==> config.mk <==
export PLATFORM = sky130hd
export DESIGN_NAME = transmit_queue_with_bypass_top
export DESIGN_NICKNAME = d
export VERILOG_FILES = /design/src/rtl/tqb_pkg.sv /design/src/rtl/transmit_queue_with_bypass_top.sv /design/src/rtl/tqb_cell.sv /design/src/rtl/tqb_chain.sv
export VERILOG_INCLUDE_DIRS = /design/src /design/src/rtl
export SDC_FILE = /design/constraint.sdc
export NUM_CORES = 1
export LEC_CHECK = 0
export ABC_CLOCK_PERIOD_IN_PS = 7800
export BUFFER_PORTS_ARGS = -buffer_cell sky130_fd_sc_hd__buf_2
export CAP_MARGIN = 20
export CORE_ASPECT_RATIO = 1.1
export CORE_MARGIN = 3
export CORE_UTILIZATION = 45
export CTS_CLUSTER_SIZE = 10
export DETAILED_ROUTE_END_ITERATION = 8
export SYNTH_ARGS = -nofsm -noshare
export SYNTH_HDL_FRONTEND = slang
export SYNTH_SLANG_ARGS = --single-unit
==> constraint.sdc <==
create_clock -name clk_i -period 7.8 [get_ports clk_i]
set_clock_uncertainty 0.2 [all_clocks]
set_input_delay 0.39 -clock clk_i [delete_from_list [all_inputs] [get_ports clk_i]]
set_output_delay 0.39 -clock clk_i [all_outputs]
set_load 0.01 [all_outputs]
==> src/rtl/transmit_queue_with_bypass_top_defines.svh <==
// ----------------------------------------------------------------------------
// Transmit queue assertion macros
// Shared concurrent assertion helpers, clocked on clk_i and held off in reset.
// ----------------------------------------------------------------------------
`ifndef TRANSMIT_QUEUE_WITH_BYPASS_TOP_DEFINES_SVH
`define TRANSMIT_QUEUE_WITH_BYPASS_TOP_DEFINES_SVH

`ifndef SYNTHESIS
// check a property on every clk_i edge outside reset
`define TQB_ASSERT(lbl, prop) \
  lbl: assert property (@(posedge clk_i) disable iff (!rst_ni) (prop)) \
    else $error("tqb assertion failed");
// check that a condition never holds outside reset
`define TQB_ASSERT_NEVER(lbl, cond) \
  lbl: assert property (@(posedge clk_i) disable iff (!rst_ni) !(cond)) \
    else $error("tqb forbidden condition seen");
`else
`define TQB_ASSERT(lbl, prop)
`define TQB_ASSERT_NEVER(lbl, cond)
`endif

`endif

==> src/rtl/tqb_pkg.sv <==
// ----------------------------------------------------------------------------
// Transmit queue package
// Depth, widths and beat types shared by the queue cells and the top level.
// ----------------------------------------------------------------------------
`timescale 1ns / 1ps

package tqb_pkg;

  // queue depth and the count width that can hold it
  localparam int unsigned QueueDepth = 16;
  localparam int unsigned CntW       = $clog2(QueueDepth + 1);

  // item kinds
  localparam logic KindPut  = 1'b0;
  localparam logic KindDone = 1'b1;

  // input beat
  typedef struct packed {
    logic       kind;
    logic [7:0] data_byte;
  } tqb_in_t;

  // result beat
  typedef struct packed {
    logic       rejected;
    logic       send_valid;
    logic [7:0] send_byte;
    logic       queue_empty;
  } tqb_out_t;

  // per-cell control
  typedef struct packed {
    logic shift;  // take the byte from the upper neighbor
    logic load;   // take the incoming byte
  } tqb_cell_ctrl_t;

endpackage

==> src/rtl/transmit_queue_with_bypass_top.sv <==
// ----------------------------------------------------------------------------
// Transmit queue with idle-line bypass
// Byte queue in front of a serial transmitter: a put goes straight out when
// the line is idle, otherwise it is queued or rejected when full; a done beat
// pops the oldest byte to the line or marks the line idle.
//
//   channel  | ports                   | handshake
//   ---------+-------------------------+----------------------------------
//   item     | start_i, busy_o, in_i   | taken when start_i && !busy_o
//   result   | done_o, res_o           | one-cycle strobe, always taken
//
// An item's result is on res_o with done_o in the cycle after it is taken. The
// count, line state and cell chain all update in that same cycle, so busy_o
// stays low and an item may follow every cycle.
// Reset clears the count and line state; the cell bytes need no reset.
// The receiver cannot stall, so results never back up.
// ----------------------------------------------------------------------------
`timescale 1ns / 1ps
`include "transmit_queue_with_bypass_top_defines.svh"

module transmit_queue_with_bypass_top (
  input  logic              clk_i,
  input  logic              rst_ni,
  input  logic              start_i,
  output logic              busy_o,
  input  tqb_pkg::tqb_in_t  in_i,
  output logic              done_o,
  output tqb_pkg::tqb_out_t res_o
);
  import tqb_pkg::*;

  logic            accept;
  logic            line_busy_q, line_busy_d;
  logic [CntW-1:0] count_q, count_d;
  logic            push, pop;
  logic [7:0]      head;
  logic            done_q;
  tqb_out_t        res_q, res_d;

  assign busy_o = 1'b0;
  assign accept = start_i && !busy_o;

  // decide bypass, queue, reject or pop for the accepted beat
  always_comb begin
    line_busy_d = line_busy_q;
    count_d     = count_q;
    push        = 1'b0;
    pop         = 1'b0;
    res_d       = '0;
    if (accept) begin
      if (in_i.kind == KindPut) begin
        if (!line_busy_q) begin
          res_d.send_valid = 1'b1;
          res_d.send_byte  = in_i.data_byte;
          line_busy_d      = 1'b1;
        end else if (count_q == CntW'(QueueDepth)) begin
          res_d.rejected = 1'b1;
        end else begin
          push    = 1'b1;
          count_d = count_q + CntW'(1);
        end
      end else if (line_busy_q) begin
        if (count_q != '0) begin
          pop              = 1'b1;
          res_d.send_valid = 1'b1;
          res_d.send_byte  = head;
          count_d          = count_q - CntW'(1);
        end else begin
          line_busy_d = 1'b0;
        end
      end
    end
    res_d.queue_empty = (count_d == '0);
  end

  // hold the queue bytes
  tqb_chain u_chain (
    .clk_i   (clk_i),
    .push_i  (push),
    .pop_i   (pop),
    .count_i (count_q),
    .byte_i  (in_i.data_byte),
    .head_o  (head)
  );

  // advance control state
  always_ff @(posedge clk_i or negedge rst_ni) begin
    if (!rst_ni) begin
      line_busy_q <= 1'b0;
      count_q     <= '0;
      done_q      <= 1'b0;
    end else begin
      line_busy_q <= line_busy_d;
      count_q     <= count_d;
      done_q      <= accept;
    end
  end

  // hold the result beat
  always_ff @(posedge clk_i) begin
    res_q <= res_d;
  end

  assign done_o = done_q;
  assign res_o  = res_q;

  `TQB_ASSERT(a_count_bound, count_q <= CntW'(QueueDepth))
  `TQB_ASSERT(a_queue_needs_busy, (count_q != '0) |-> line_busy_q)
  `TQB_ASSERT(a_strobe_follows_beat, accept |=> done_q)
  `TQB_ASSERT_NEVER(a_send_and_reject, done_q && res_q.send_valid && res_q.rejected)
  `TQB_ASSERT(a_idle_byte_zero, (done_q && !res_q.send_valid) |-> (res_q.send_byte == 8'h00))

endmodule

==> src/rtl/tqb_cell.sv <==
// ----------------------------------------------------------------------------
// Transmit queue cell
// One byte slot; shifts toward the head on a pop or loads a new byte on a put.
// ----------------------------------------------------------------------------
`timescale 1ns / 1ps

module tqb_cell (
  input  logic                    clk_i,
  input  tqb_pkg::tqb_cell_ctrl_t ctrl_i,
  input  logic [7:0]              upper_i,
  input  logic [7:0]              byte_i,
  output logic [7:0]              data_o
);
  import tqb_pkg::*;

  logic [7:0] data_q;
  logic [7:0] data_d;

  // select shift, load or hold
  always_comb begin
    data_d = data_q;
    if (ctrl_i.shift) begin
      data_d = upper_i;
    end else if (ctrl_i.load) begin
      data_d = byte_i;
    end
  end

  // hold the slot byte
  always_ff @(posedge clk_i) begin
    data_q <= data_d;
  end

  assign data_o = data_q;

endmodule

==> src/rtl/tqb_chain.sv <==
// ----------------------------------------------------------------------------
// Transmit queue cell chain
// Row of byte cells; cell 0 holds the oldest byte, a put fills the first free
// cell and a pop moves every byte one cell toward the head.
// ----------------------------------------------------------------------------
`timescale 1ns / 1ps

module tqb_chain (
  input  logic                     clk_i,
  input  logic                     push_i,
  input  logic                     pop_i,
  input  logic [tqb_pkg::CntW-1:0] count_i,
  input  logic [7:0]               byte_i,
  output logic [7:0]               head_o
);
  import tqb_pkg::*;

  logic [7:0] cell_data [QueueDepth];

  for (genvar i = 0; i < QueueDepth; i++) begin : g_cell
    tqb_cell_ctrl_t ctrl;
    logic [7:0]     upper;

    // load only the first free cell, shift all on a pop
    assign ctrl.shift = pop_i;
    assign ctrl.load  = push_i && (count_i == CntW'(i));

    // last cell takes a blank byte from above
    if (i == QueueDepth - 1) begin : g_top
      assign upper = 8'h00;
    end else begin : g_mid
      assign upper = cell_data[i + 1];
    end

    tqb_cell u_cell (
      .clk_i   (clk_i),
      .ctrl_i  (ctrl),
      .upper_i (upper),
      .byte_i  (byte_i),
      .data_o  (cell_data[i])
    );
  end

  assign head_o = cell_data[0];

endmodule
==> results by group, run 1 <==
Run status
  – Status: complete, no violations

Logic synthesis
  – Cell Area, Synth: 0.00602 mm^2
  – Mapped Cells: 407
  – Synth unique cells: 43
  – Synth warn: 0
  – Post-synthesis sequential area ratio: 69.1%
  – Post-synth top area share: 59.9%
  – Prevailing post-synth register cell: edfxtp_1
  – EDFF count, synth: 120
  – Mean area per synthesized cell: 14.8 um^2
  – Synth area leaders: edfxtp_1, a21o_1, dfxtp_1
  – Yosys reg bits: 146
  – Yosys top cell by area: edfxtp_1
  – Syn nets: 425
  – Async S/R FF share, synth: 4.79%

Global route
  – Total gr overflow: 0
  – Global-route wire length before repair: 18,000 um
  – Initial antenna violation count: 0
  – Vias in the first global route: 3,289
  – Gr usage total: 16.2%
  – Largest net degree at the start of global routing: 71

Floorplanning
  – Die width: 116 um
  – # IOs: 25
  – Die footprint: 0.0148 mm^2
  – Starting Density: 46.8%
  – Core ar.: 0.0129 mm^2
  – Core Rows: 43
  – Floorplan die height: 127 um

Route
  – First-pass DRT Iterations: 5
  – Via-to-Cell Ratio: 5.65
  – Post-route ant nets: 0
  – Routed vias: 3,374
  – Post-Route WL: 11,500 um
  – # DRC: 0
  – DRT iter0 DRCs: 271
  – Avg WL per Cell: 19.3 um

STA
  – Worst slew pin tran: 878 ps
  – Worst hold slack: 31.3 ps
  – Max-slew violations: 0
  – Final Hold Fails: 0
  – RSZ-0062 raised after global routing: no
  – Fmax: 294 MHz
  – Setup_tns: 0 ps
  – Period minus WS final: 3400 ps
  – Final setup fails: 0
  – Final worst path period share: 43.6%
  – Max-slew headroom: 41.2%

Cells and area
  – Share of cells above drive strength 1: 14.5%
  – # nets final: 445
  – Final Util: 53.2%
  – Synth-to-layout area growth: 13.7%
  – Diodes inserted: 0

Critical path
  – CP max FO: 66
  – Setup Crit Path Kind: flip-flop to flip-flop
  – CP Capture Type: flip-flop
  – Startpoint Class: flip-flop
  – Crit path required time: 7760 ps
  – WP data arrival: 3360 ps

Hold path
  – Min-Delay Path Class: input pin to flip-flop

Place
  – Buffers on Ports: 23
  – DPL Wire Length: 6960 um
  – Gp weighted congestion: 0.844

Flow run
  – Max Cap Violations: 0

Clocking
  – CTS buffer count: 17
  – Clock Tree Root: clkbuf_16
  – Worst skew pair latency: 410 ps
  – Max Buffers Root-to-Sink: 2
  – Clk slew on worst S/H paths: 60 ps
  – CTS Sinks: 146
  – Resized Gates After CTS: 0
  – CTS tree: done
  – # H-tree levels: 4

Power
  – Pleak: 3.13 nW
  – Worst vdd ir: 0.000148 V
  – Pwr dens: 309 mW/mm^2
cells in the mapped netlist (2+ instances only):
cell type,n
ha_1,6
xnor2_1,2
clkbuf_2,2
nor2b_4,3
mux2i_1,11
edfxtp_1,120
a21oi_1,4
dfrtp_1,7
nor3_1,5
a31oi_1,3
inv_1,5
clkbuf_1,2
nor2_1,14
a22o_1,8
a21o_1,135
nand2_1,6
or3_1,2
dfxtp_1,19
nor2b_1,6
buf_4,3
buf_2,22
worst paths after layout:
check | from | endpoint | slack (ps) | depth (start not counted)
max in group asynchronous | rst_ni | done_o$_DFF_PN0_ | 7080 | 2
min in group asynchronous | rst_ni | count_q[1]$_DFF_PN0_ | 150 | 2
min reg2reg | u_chain.g_cell[0].u_cell.data_o[0]$_DFFE_PP_ | res_o[1]$_SDFF_PN0_ | 260 | 1
max | count_q[1]$_DFF_PN0_ | u_chain.g_cell[6].u_cell.data_o[7]$_DFFE_PP_ | 4400 | 9
max reg2reg | count_q[1]$_DFF_PN0_ | u_chain.g_cell[6].u_cell.data_o[7]$_DFFE_PP_ | 4400 | 9
min | in_i[1] | res_o[2]$_SDFF_PN0_ | 30 | 2
metrics by stage:
stage          total power, mW  cell area (um^2)  std cells  worst slack [ps]
5_1_grt                   2.21              6840        597              4130
3_5_place_dp              1.30              6200        559              4400
4_1_cts                   2.14              6810        593              4390
3_3_place_gp              1.30              6200        559              4490
2_1_floorplan             1.22              6020        407              5290
6_report                  2.12              6840        597              4400
layout by cell type (no fill, tap or decap), types with 2 or more instances in the layout:
cell and n:
nor2_1 13, a22o_1 8, nor3_1 5, nand2_1 6
buf_4 7, mux2i_1 11, edfxtp_1 120, clkinv_2 4
a31oi_1 3, clkinv_1 5, or3_1 2, dlygate4sd3_1 2
a21o_1 135, a21oi_1 4, xnor2_1 2, clkbuf_16 17
buf_2 23, ha_1 6, bufinv_16 4, nor2b_4 3
nor2b_1 6, dfxtp_1 19, dfrtp_1 7, inv_1 5
final cells by class:
| type | count | area, um^2 |
|---|---|---|
| flip-flops and latches | 146 | 4160 |
| clock inverters | 14 | 168 |
| fillers | 1057 | 6010 |
| clock buffers | 18 | 429 |
| repair buffers | 32 | 188 |
| multi-input cells | 225 | 1690 |
| well taps | 157 | 196 |
| inverters | 5 | 18.8 |
cell families (layout without fill, tap and decap cells):
kind of cell | Yosys count | in the layout | share of synthesized area, %
AO/OA/AOI/OAI | 154 | 154 | 19.0
XOR/XNOR | 3 | 3 | 0.436
adder cells (fa/ha/maj) | 6 | 6 | 1.25
buffers and inverters | 36 | 69 | 3.05
flip-flops | 146 | 146 | 69.1
multiplexers | 12 | 12 | 2.02
other | 1 | 1 | 0.0623
AND/OR/NAND/NOR | 49 | 49 | 5.07
where the power goes:
group / switching [mW] / internal [mW]
clock: 0.298 / 0.528
sequential: 0.0495 / 0.953
combinational: 0.177 / 0.111
total: 0.525 / 1.59
flip-flops by register name, summed over array words and instances, names as in the netlist:
register                      count
done_o                            1
line_busy_q                       1
count_q                           5
res_o                            11
u_chain.g_cell.u_cell.data_o    128
worst max-delay path, stage by stage (launching register included):
cell	delay [ps]
dfrtp_1	460
inv_1	130
ha_1	310
nand2b_1	190
nor3_4	80
nor2_4	440
buf_4	640
nor2b_1	280
buf_4	240
a21o_1	160
repair_timing:
| action | 4_1_cts | 5_1_grt |
|---|---|---|
| endpoints found under the hold margin | 8 | 0 |
| hold buffers | 2 | 0 |
| buffers inserted | 0 | 0 |
routing by layer:
layer	up-vias	global-route usage, %	share of wire (%)
met5	-	0	0
met1	1711	22.5	47
li1	1568	-	-
met2	83	25.3	47
met4	0	4.98	1.3
met3	12	4.03	4.3
Power figures use the tool's default switching activity.
==> run 2: changes to the inputs <==
- ABC_AREA: unset -> 1
- ABC_CLOCK_PERIOD_IN_PS: 7800 -> 3300
- clock period: 7.8 -> 3.3 ns (I/O delays scaled with it)
==> run 2 against run 1 <==
  * Via count is 17% higher
  * Maximum frequency is 27% higher
  * Non-clock buffer count is 17 higher
  * Sequential power is 140% higher
  * Worst hold slack better by 230 ps
  * Clock-buffer cell count is 5 higher
  * Design area is 1.1% higher
  * Die area is 0.38% higher
  * Cell count is 31% higher
  * Critical path type unchanged
  * Critical endpoint is now u_chain.g_cell[9].u_cell.data_o[1]$_DFFE_PP_
==> results by group, run 2 <==
Critical path
  – WP data arrival: 2490 ps (-870 ps)
  – Setup Crit Path Kind: flip-flop to flip-flop
  – Worst-path cell chain: inv_1, ha_1, inv_1, nor2_1, nand2_2, nand2_2, o21ai_0
  – Startpoint Class: flip-flop
  – R2R setup slack: 620 ps (-3780 ps)
  – Slowest cell on the critical path: o21ai_0
  – Worst R2R Start: count_q[0]$_DFF_PN0_
  – CP Capture Type: flip-flop
  – R2r worst-path depth: 7 (-2)
  – CP max FO: 30 (-55%)
  – Crit path required time: 3110 ps (-4650 ps)
  – Slowest cell delay on critical path: 550 ps (-90 ps)
  – Worst reg2reg endpoint: u_chain.g_cell[9].u_cell.data_o[1]$_DFFE_PP_

Hold path
  – Min-Delay Path Class: flip-flop to flip-flop
  – Hold Path Stages: 2 (unchanged)
  – Hold Crit Start: u_chain.g_cell[0].u_cell.data_o[6]$_DFFE_PP_
  – Worst hold endpoint: res_o[7]$_SDFF_PN0_

Global route
  – Largest net degree at the start of global routing: 45 (-37%)
  – Gr usage total: 18.0% (+1.8 points)
  – Vias in the first global route: 3,984 (+21%)
  – Initial antenna violation count: 0 (unchanged)
  – Global-route wire length before repair: 20,100 um (+11%)
  – Total gr overflow: 0 (unchanged)

Route
  – # DRC: 0 (unchanged)
  – Avg WL per Cell: 15.9 um (-18%)
  – Routed vias: 3,946 (+17%)
  – Post-route ant nets: 0 (unchanged)
  – Via-to-Cell Ratio: 5.03 (-11%)
  – DRT iter0 DRCs: 298 (+10%)
  – First-pass DRT Iterations: 4 (-1)
  – Post-Route WL: 12,500 um (+8.2%)

STA
  – Final worst path period share: 81.1% (+38 points)
  – Setup_tns: 0 ps (unchanged)
  – Final setup fails: 0 (unchanged)
  – Fmax: 374 MHz (+27%)
  – Final Hold Fails: 0 (unchanged)
  – RSZ-0062 raised after global routing: no
  – Worst hold slack: 261 ps (+229 ps)
  – Max-slew violations: 0 (unchanged)
  – Worst slew pin tran: 1040 ps (+166 ps)
  – Period minus WS final: 2680 ps (-722 ps)
  – Max-slew headroom: 29.6% (-12 points)

Logic synthesis
  – Most common cell in the synthesized netlist: nand2_1
  – Cell Area, Synth: 0.00604 mm^2 (+0.39%)
  – Synth warn: 0 (unchanged)
  – Async S/R FF share, synth: 4.79% (unchanged)
  – Prevailing post-synth register cell: edfxtp_1
  – Post-synth top area share: 59.6% (-0.24 points)
  – Syn nets: 591 (+39%)
  – Mean area per synthesized cell: 10.5 um^2 (-29%)
  – Synth area leaders: edfxtp_1, nand2_1, dfxtp_1
  – Yosys reg bits: 146 (unchanged)
  – Synth cell count leaders: nand2_1, edfxtp_1, inv_1
  – Yosys top cell by area: edfxtp_1
  – EDFF count, synth: 120 (unchanged)
  – Synth unique cells: 24 (-44%)
  – Mapped Cells: 573 (+41%)
  – Post-synthesis sequential area ratio: 68.8% (-0.27 points)

Clocking
  – # H-tree levels: 4 (unchanged)
  – CTS Sinks: 146 (unchanged)
  – Max Buffers Root-to-Sink: 2 (unchanged)
  – CTS buffer count: 17 (unchanged)
  – CTS tree: done
  – Worst skew pair latency: 410 ps (about the same)
  – Clock Tree Root: clkbuf_16
  – Clk slew on worst S/H paths: 60 ps (about the same)

Place
  – DPL Wire Length: 8210 um (+18%)
  – Buffers on Ports: 23 (unchanged)
  – Gp weighted congestion: 0.835 (-1.1%)

Flow run
  – Max Cap Violations: 0 (unchanged)

Floorplanning
  – # IOs: 25 (unchanged)
  – Core Rows: 43 (unchanged)
  – Core ar.: 0.0129 mm^2 (unchanged)
  – Floorplan die height: 128 um (+0.19%)
  – Starting Density: 47.0% (+0.18 points)
  – Die width: 117 um (+0.19%)
  – Die footprint: 0.0149 mm^2 (+0.38%)

Cells and area
  – Diodes inserted: 0 (unchanged)
  – Final Util: 53.8% (+0.58 points)
  – Number of flip-flops in the largest register: 128 (unchanged)
  – # nets final: 632 (+42%)
  – Synth-to-layout area growth: 14.5%
  – Commonest non-fill, non-tap cell in the layout: nand2_1
  – Most frequent cells in the layout: nand2_1, edfxtp_1, inv_1
  – Share of cells above drive strength 1: 13.1% (-1.5 points)

Power
  – Pwr dens: 712 mW/mm^2 (+130%)
  – Worst vdd ir: 0.000385 V (+160%)
  – Pleak: 2.87 nW (-8.1%)
  – Design Power: 4.93 mW (+130%)

Run status
  – Status: complete, no violations
## run 2: cell count changes after synthesis, moves of 8 or more
cell     change
nand2_1    +263
a21o_1     -135
inv_1       +28
o21ai_0     +20
buf_2       -15
buf_4       +15
mux2i_1     -11
nand2_2     +11
o21ai_1     +11
nand3_1     +10
a22o_1       -8
## run 2: cells by family after synthesis
kind of cell	synth area share (%)
flip-flops	68.8
other	0.0620
buffers and inverters	5.55
adder cells (fa/ha/maj)	1.24
XOR/XNOR	0.145
AND/OR/NAND/NOR	19.8
AO/OA/AOI/OAI	4.39
## run 2: power by group
group,internal (mW),total (mW),switching [mW]
Combinational,0.238,0.802,0.564
Clock,1.01,1.72,0.709
Sequential,2.30,2.40,0.106
Total,3.55,4.93,1.38
## run 2: critical path, delay by kind of cell, from the launching register on
family / cells / cell delay (ps)
buf+inv: 2 / 180
fa+ha+maj: 1 / 180
compound gates: 1 / 550
simple gates: 3 / 700
flops: 1 / 430
## run 2: timing repair
action | 4_1_cts | 5_1_grt
hold buffers | 12 | 0
buffers inserted | 0 | 0
hold endpoints to repair | 28 | 0
resized for setup | 0 | 0
## run 2: area by class of cell
class / count / area [um^2]
inverters: 38 / 143
clock buffers: 23 / 478
multi-input cells: 362 / 1550
fillers: 1134 / 5940
repair buffers: 49 / 335
clock inverters: 9 / 57.6
flip-flops and latches: 146 / 4160
well taps: 157 / 196
## run 2: per-layer routing
layer  GRT usage [%]  routed length [um]  part of all wire, %  up-vias
met5               0                   0                    0        -
met4            7.58                 235                  1.9        0
met3            3.98                 445                  3.6       18
met2            29.9                6260                   50       85
met1            22.8                5510                   44     1891
li1                -                   -                    -     1952
## run 2: worst max path at each step
stage                         startpoint                                            end  slack, ps
floorplan           count_q[0]$_DFF_PN0_  u_chain.g_cell[11].u_cell.data_o[0]$_DFFE_PP_        870
global placement    count_q[0]$_DFF_PN0_   u_chain.g_cell[6].u_cell.data_o[5]$_DFFE_PP_        710
detailed placement  count_q[0]$_DFF_PN0_   u_chain.g_cell[6].u_cell.data_o[5]$_DFFE_PP_        590
CTS                 count_q[0]$_DFF_PN0_   u_chain.g_cell[5].u_cell.data_o[5]$_DFFE_PP_        560
global route        count_q[0]$_DFF_PN0_   u_chain.g_cell[5].u_cell.data_o[5]$_DFFE_PP_        400
finish              count_q[0]$_DFF_PN0_   u_chain.g_cell[9].u_cell.data_o[1]$_DFFE_PP_        620
## run 2: through the flow
stage	std cells	instance area (um^2)	setup slack, ps
floorplan	573	6040	869
global placement	738	6250	713
detailed placement	738	6250	589
global route	784	6920	402
finish	784	6920	625
CTS	782	6910	565
==> run 3: changes to the inputs <==
- ABC_AREA: 1 -> 0
- ABC_CLOCK_PERIOD_IN_PS: 3300 -> 2450
- clock period: 3.3 -> 2.45 ns (I/O delays scaled with it)
==> run 3 against run 2 <==
  * Via count shrank 11%
  * Routed wire length shrank 0.22%
  * Non-clock buffer count grew 15
  * Die area shrank 0.38%
  * Maximum frequency grew 16%
  * Critical endpoint is now u_chain.g_cell[2].u_cell.data_o[3]$_DFFE_PP_
  * Largest cell class unchanged
==> results by group, run 3 (synthesis gave the netlist of run 1 again) <==
Clocking
  – Clk slew on worst S/H paths: 60 ps (about the same)
  – Clock Tree Root: clkbuf_16
  – CTS buffer count: 17 (unchanged)
  – # H-tree levels: 4 (unchanged)
  – CTS tree: done
  – Max Buffers Root-to-Sink: 2 (unchanged)
  – Worst skew pair latency: 410 ps (about the same)
  – CTS Sinks: 146 (unchanged)
  – Resized Gates After CTS: 0 (unchanged)

Floorplanning
  – Die footprint: 0.0148 mm^2 (-0.38%)
  – Floorplan die height: 127 um (-0.19%)
  – Core Rows: 43 (unchanged)
  – Core ar.: 0.0129 mm^2 (unchanged)
  – Die width: 116 um (-0.19%)
  – Starting Density: 46.8% (-0.18 points)
  – # IOs: 25 (unchanged)

Cells and area
  – Final instance area: 0.00714 mm^2 (+3.1%)
  – Most frequent cells in the layout: a21o_1, edfxtp_1, buf_4
  – # nets final: 477 (-25%)
  – Commonest non-fill, non-tap cell in the layout: a21o_1
  – Synth-to-layout area growth: 18.5%
  – Diodes inserted: 0 (unchanged)
  – Share of cells above drive strength 1: 18.9% (+5.8 points)
  – Number of flip-flops in the largest register: 128 (unchanged)

STA
  – Worst hold slack: 224 ps (-36.2 ps)
  – Period minus WS final: 2300 ps (-370 ps)
  – Final worst path period share: 94.1% (+13 points)
  – RSZ-0062 raised after global routing: no
  – Final Hold Fails: 0 (unchanged)
  – Worst slew pin tran: 812 ps (-232 ps)
  – Fmax: 434 MHz (+16%)
  – Setup slack after layout: 145 ps (-480 ps)
  – Max-slew headroom: 45.6% (+16 points)
  – Setup_tns: 0 ps (unchanged)
  – Final setup fails: 0 (unchanged)
  – Max-slew violations: 0 (unchanged)

Critical path
  – Crit path to: u_chain.g_cell[2].u_cell.data_o[3]$_DFFE_PP_
  – WP data arrival: 2180 ps (-310 ps)
  – Setup Crit Path Kind: flip-flop to flip-flop
  – CP Capture Type: flip-flop
  – Setup crit start: line_busy_q$_DFFE_PN0P_
  – R2r worst-path depth: 4 (-3)
  – Crit path required time: 2320 ps (-790 ps)
  – Worst R2R Start: line_busy_q$_DFFE_PN0P_
  – Worst reg2reg endpoint: u_chain.g_cell[2].u_cell.data_o[3]$_DFFE_PP_
  – CP max FO: 8 (-73%)
  – R2R setup slack: 150 ps (-480 ps)
  – Startpoint Class: flip-flop

Hold path
  – Min-Delay Path Class: input pin to flip-flop
  – Hold Path Stages: 2 (unchanged)

Route
  – Via-to-Cell Ratio: 5.56 (+10%)
  – First-pass DRT Iterations: 4 (unchanged)
  – Post-route ant nets: 0 (unchanged)
  – Routed vias: 3,496 (-11%)
  – # DRC: 0 (unchanged)
  – DRT iter0 DRCs: 372 (+25%)
  – Post-Route WL: 12,400 um (-0.22%)
  – Avg WL per Cell: 19.8 um (+24%)

Run status
  – Status: complete, no violations

Power
  – Cell-internal power: 5.08 mW (+43%)
  – Worst vdd ir: 0.000524 V (+36%)
  – Pleak: 3.29 nW (+14%)
  – Clock share of power: 37.0% (+2.0 points)
  – Pwr dens: 956 mW/mm^2 (+34%)
  – Reg power frac: 46.1% (-2.7 points)
  – Net switching power: 1.74 mW (+26%)
  – Gate power share: 16.8% (+0.5 points)
  – Sw frac: 25.5% (-2.5 points)

Global route
  – Vias in the first global route: 3,558 (-11%)
  – Largest net degree at the start of global routing: 71 (+58%)
  – Total gr overflow: 0 (unchanged)
  – Initial antenna violation count: 0 (unchanged)
  – Gr usage total: 18.1% (+0.054 points)
  – Global-route wire length before repair: 20,000 um (-0.44%)

Flow run
  – Max Cap Violations: 0 (unchanged)

Place
  – DPL Wire Length: 7940 um (-3.3%)
  – DP Area: 0.00643 mm^2 (+2.8%)
  – Gp weighted congestion: 0.808 (-3.3%)
  – Buffers on Ports: 23 (unchanged)
  – Dpl ws: 168 ps (-421 ps)
run 3: worst max-delay path, cell delays in order, from the launching register on:
cell	delay (ps)
dfrtp_1	430
nand2_1	110
or3_1	380
nor3_1	430
a21o_1	420
run 3: layer usage:
metal / part of all wire [%] / global-route usage (%) / vias to the layer above
li1: - / - / 1628
met1: 47 / 25.4 / 1757
met2: 47 / 27.2 / 97
met3: 4.4 / 5.12 / 14
met4: 1.2 / 5.94 / 0
met5: 0 / 0 / -
run 3: power groups by stage:
stage               Combinational (mW)  Sequential [mW]  Clock [mW]
finish                            1.15             3.15        2.53
global route                      1.26             3.17        2.69
CTS                               1.15             3.15        2.56
detailed placement                1.12             3.20           0
global placement                  1.12             3.19           0
floorplan                        0.719             3.17           0
run 3: worst min-delay path by stage:
stage	startpoint	endpoint	slack (ps)
after floorplan	rst_ni	count_q[0]$_DFF_PN0_	-370
after global placement	rst_ni	count_q[1]$_DFF_PN0_	-240
after detailed placement	rst_ni	count_q[1]$_DFF_PN0_	-230
after CTS	start_i	done_o$_DFF_PN0_	210
after global routing	start_i	done_o$_DFF_PN0_	220
final	start_i	done_o$_DFF_PN0_	220
run 3: layout make-up:
cell class	instances	area [um^2]
timing repair buffer	64	490
fill	1014	5720
clock inverter	8	71.3
inverter	5	18.8
tap	157	196
sequential	146	4160
clock buffer	24	514
multi-input combinational	225	1690
run 3: what timing repair did:
item | in CTS | in global routing
endpoints found under the hold margin | 27 | 0
hold buffers | 12 | 0
buffers inserted | 0 | 0
run 3: per-stage QoR:
| step | util [%] | cells | total power, mW |
|---|---|---|---|
| global placement | 50.0 | 585 | 4.31 |
| detailed placement | 50.0 | 585 | 4.32 |
| finish | 55.5 | 629 | 6.82 |
| floorplan | - | 407 | 3.89 |
| CTS | 55.5 | 629 | 6.86 |
| global route | 55.5 | 629 | 7.13 |
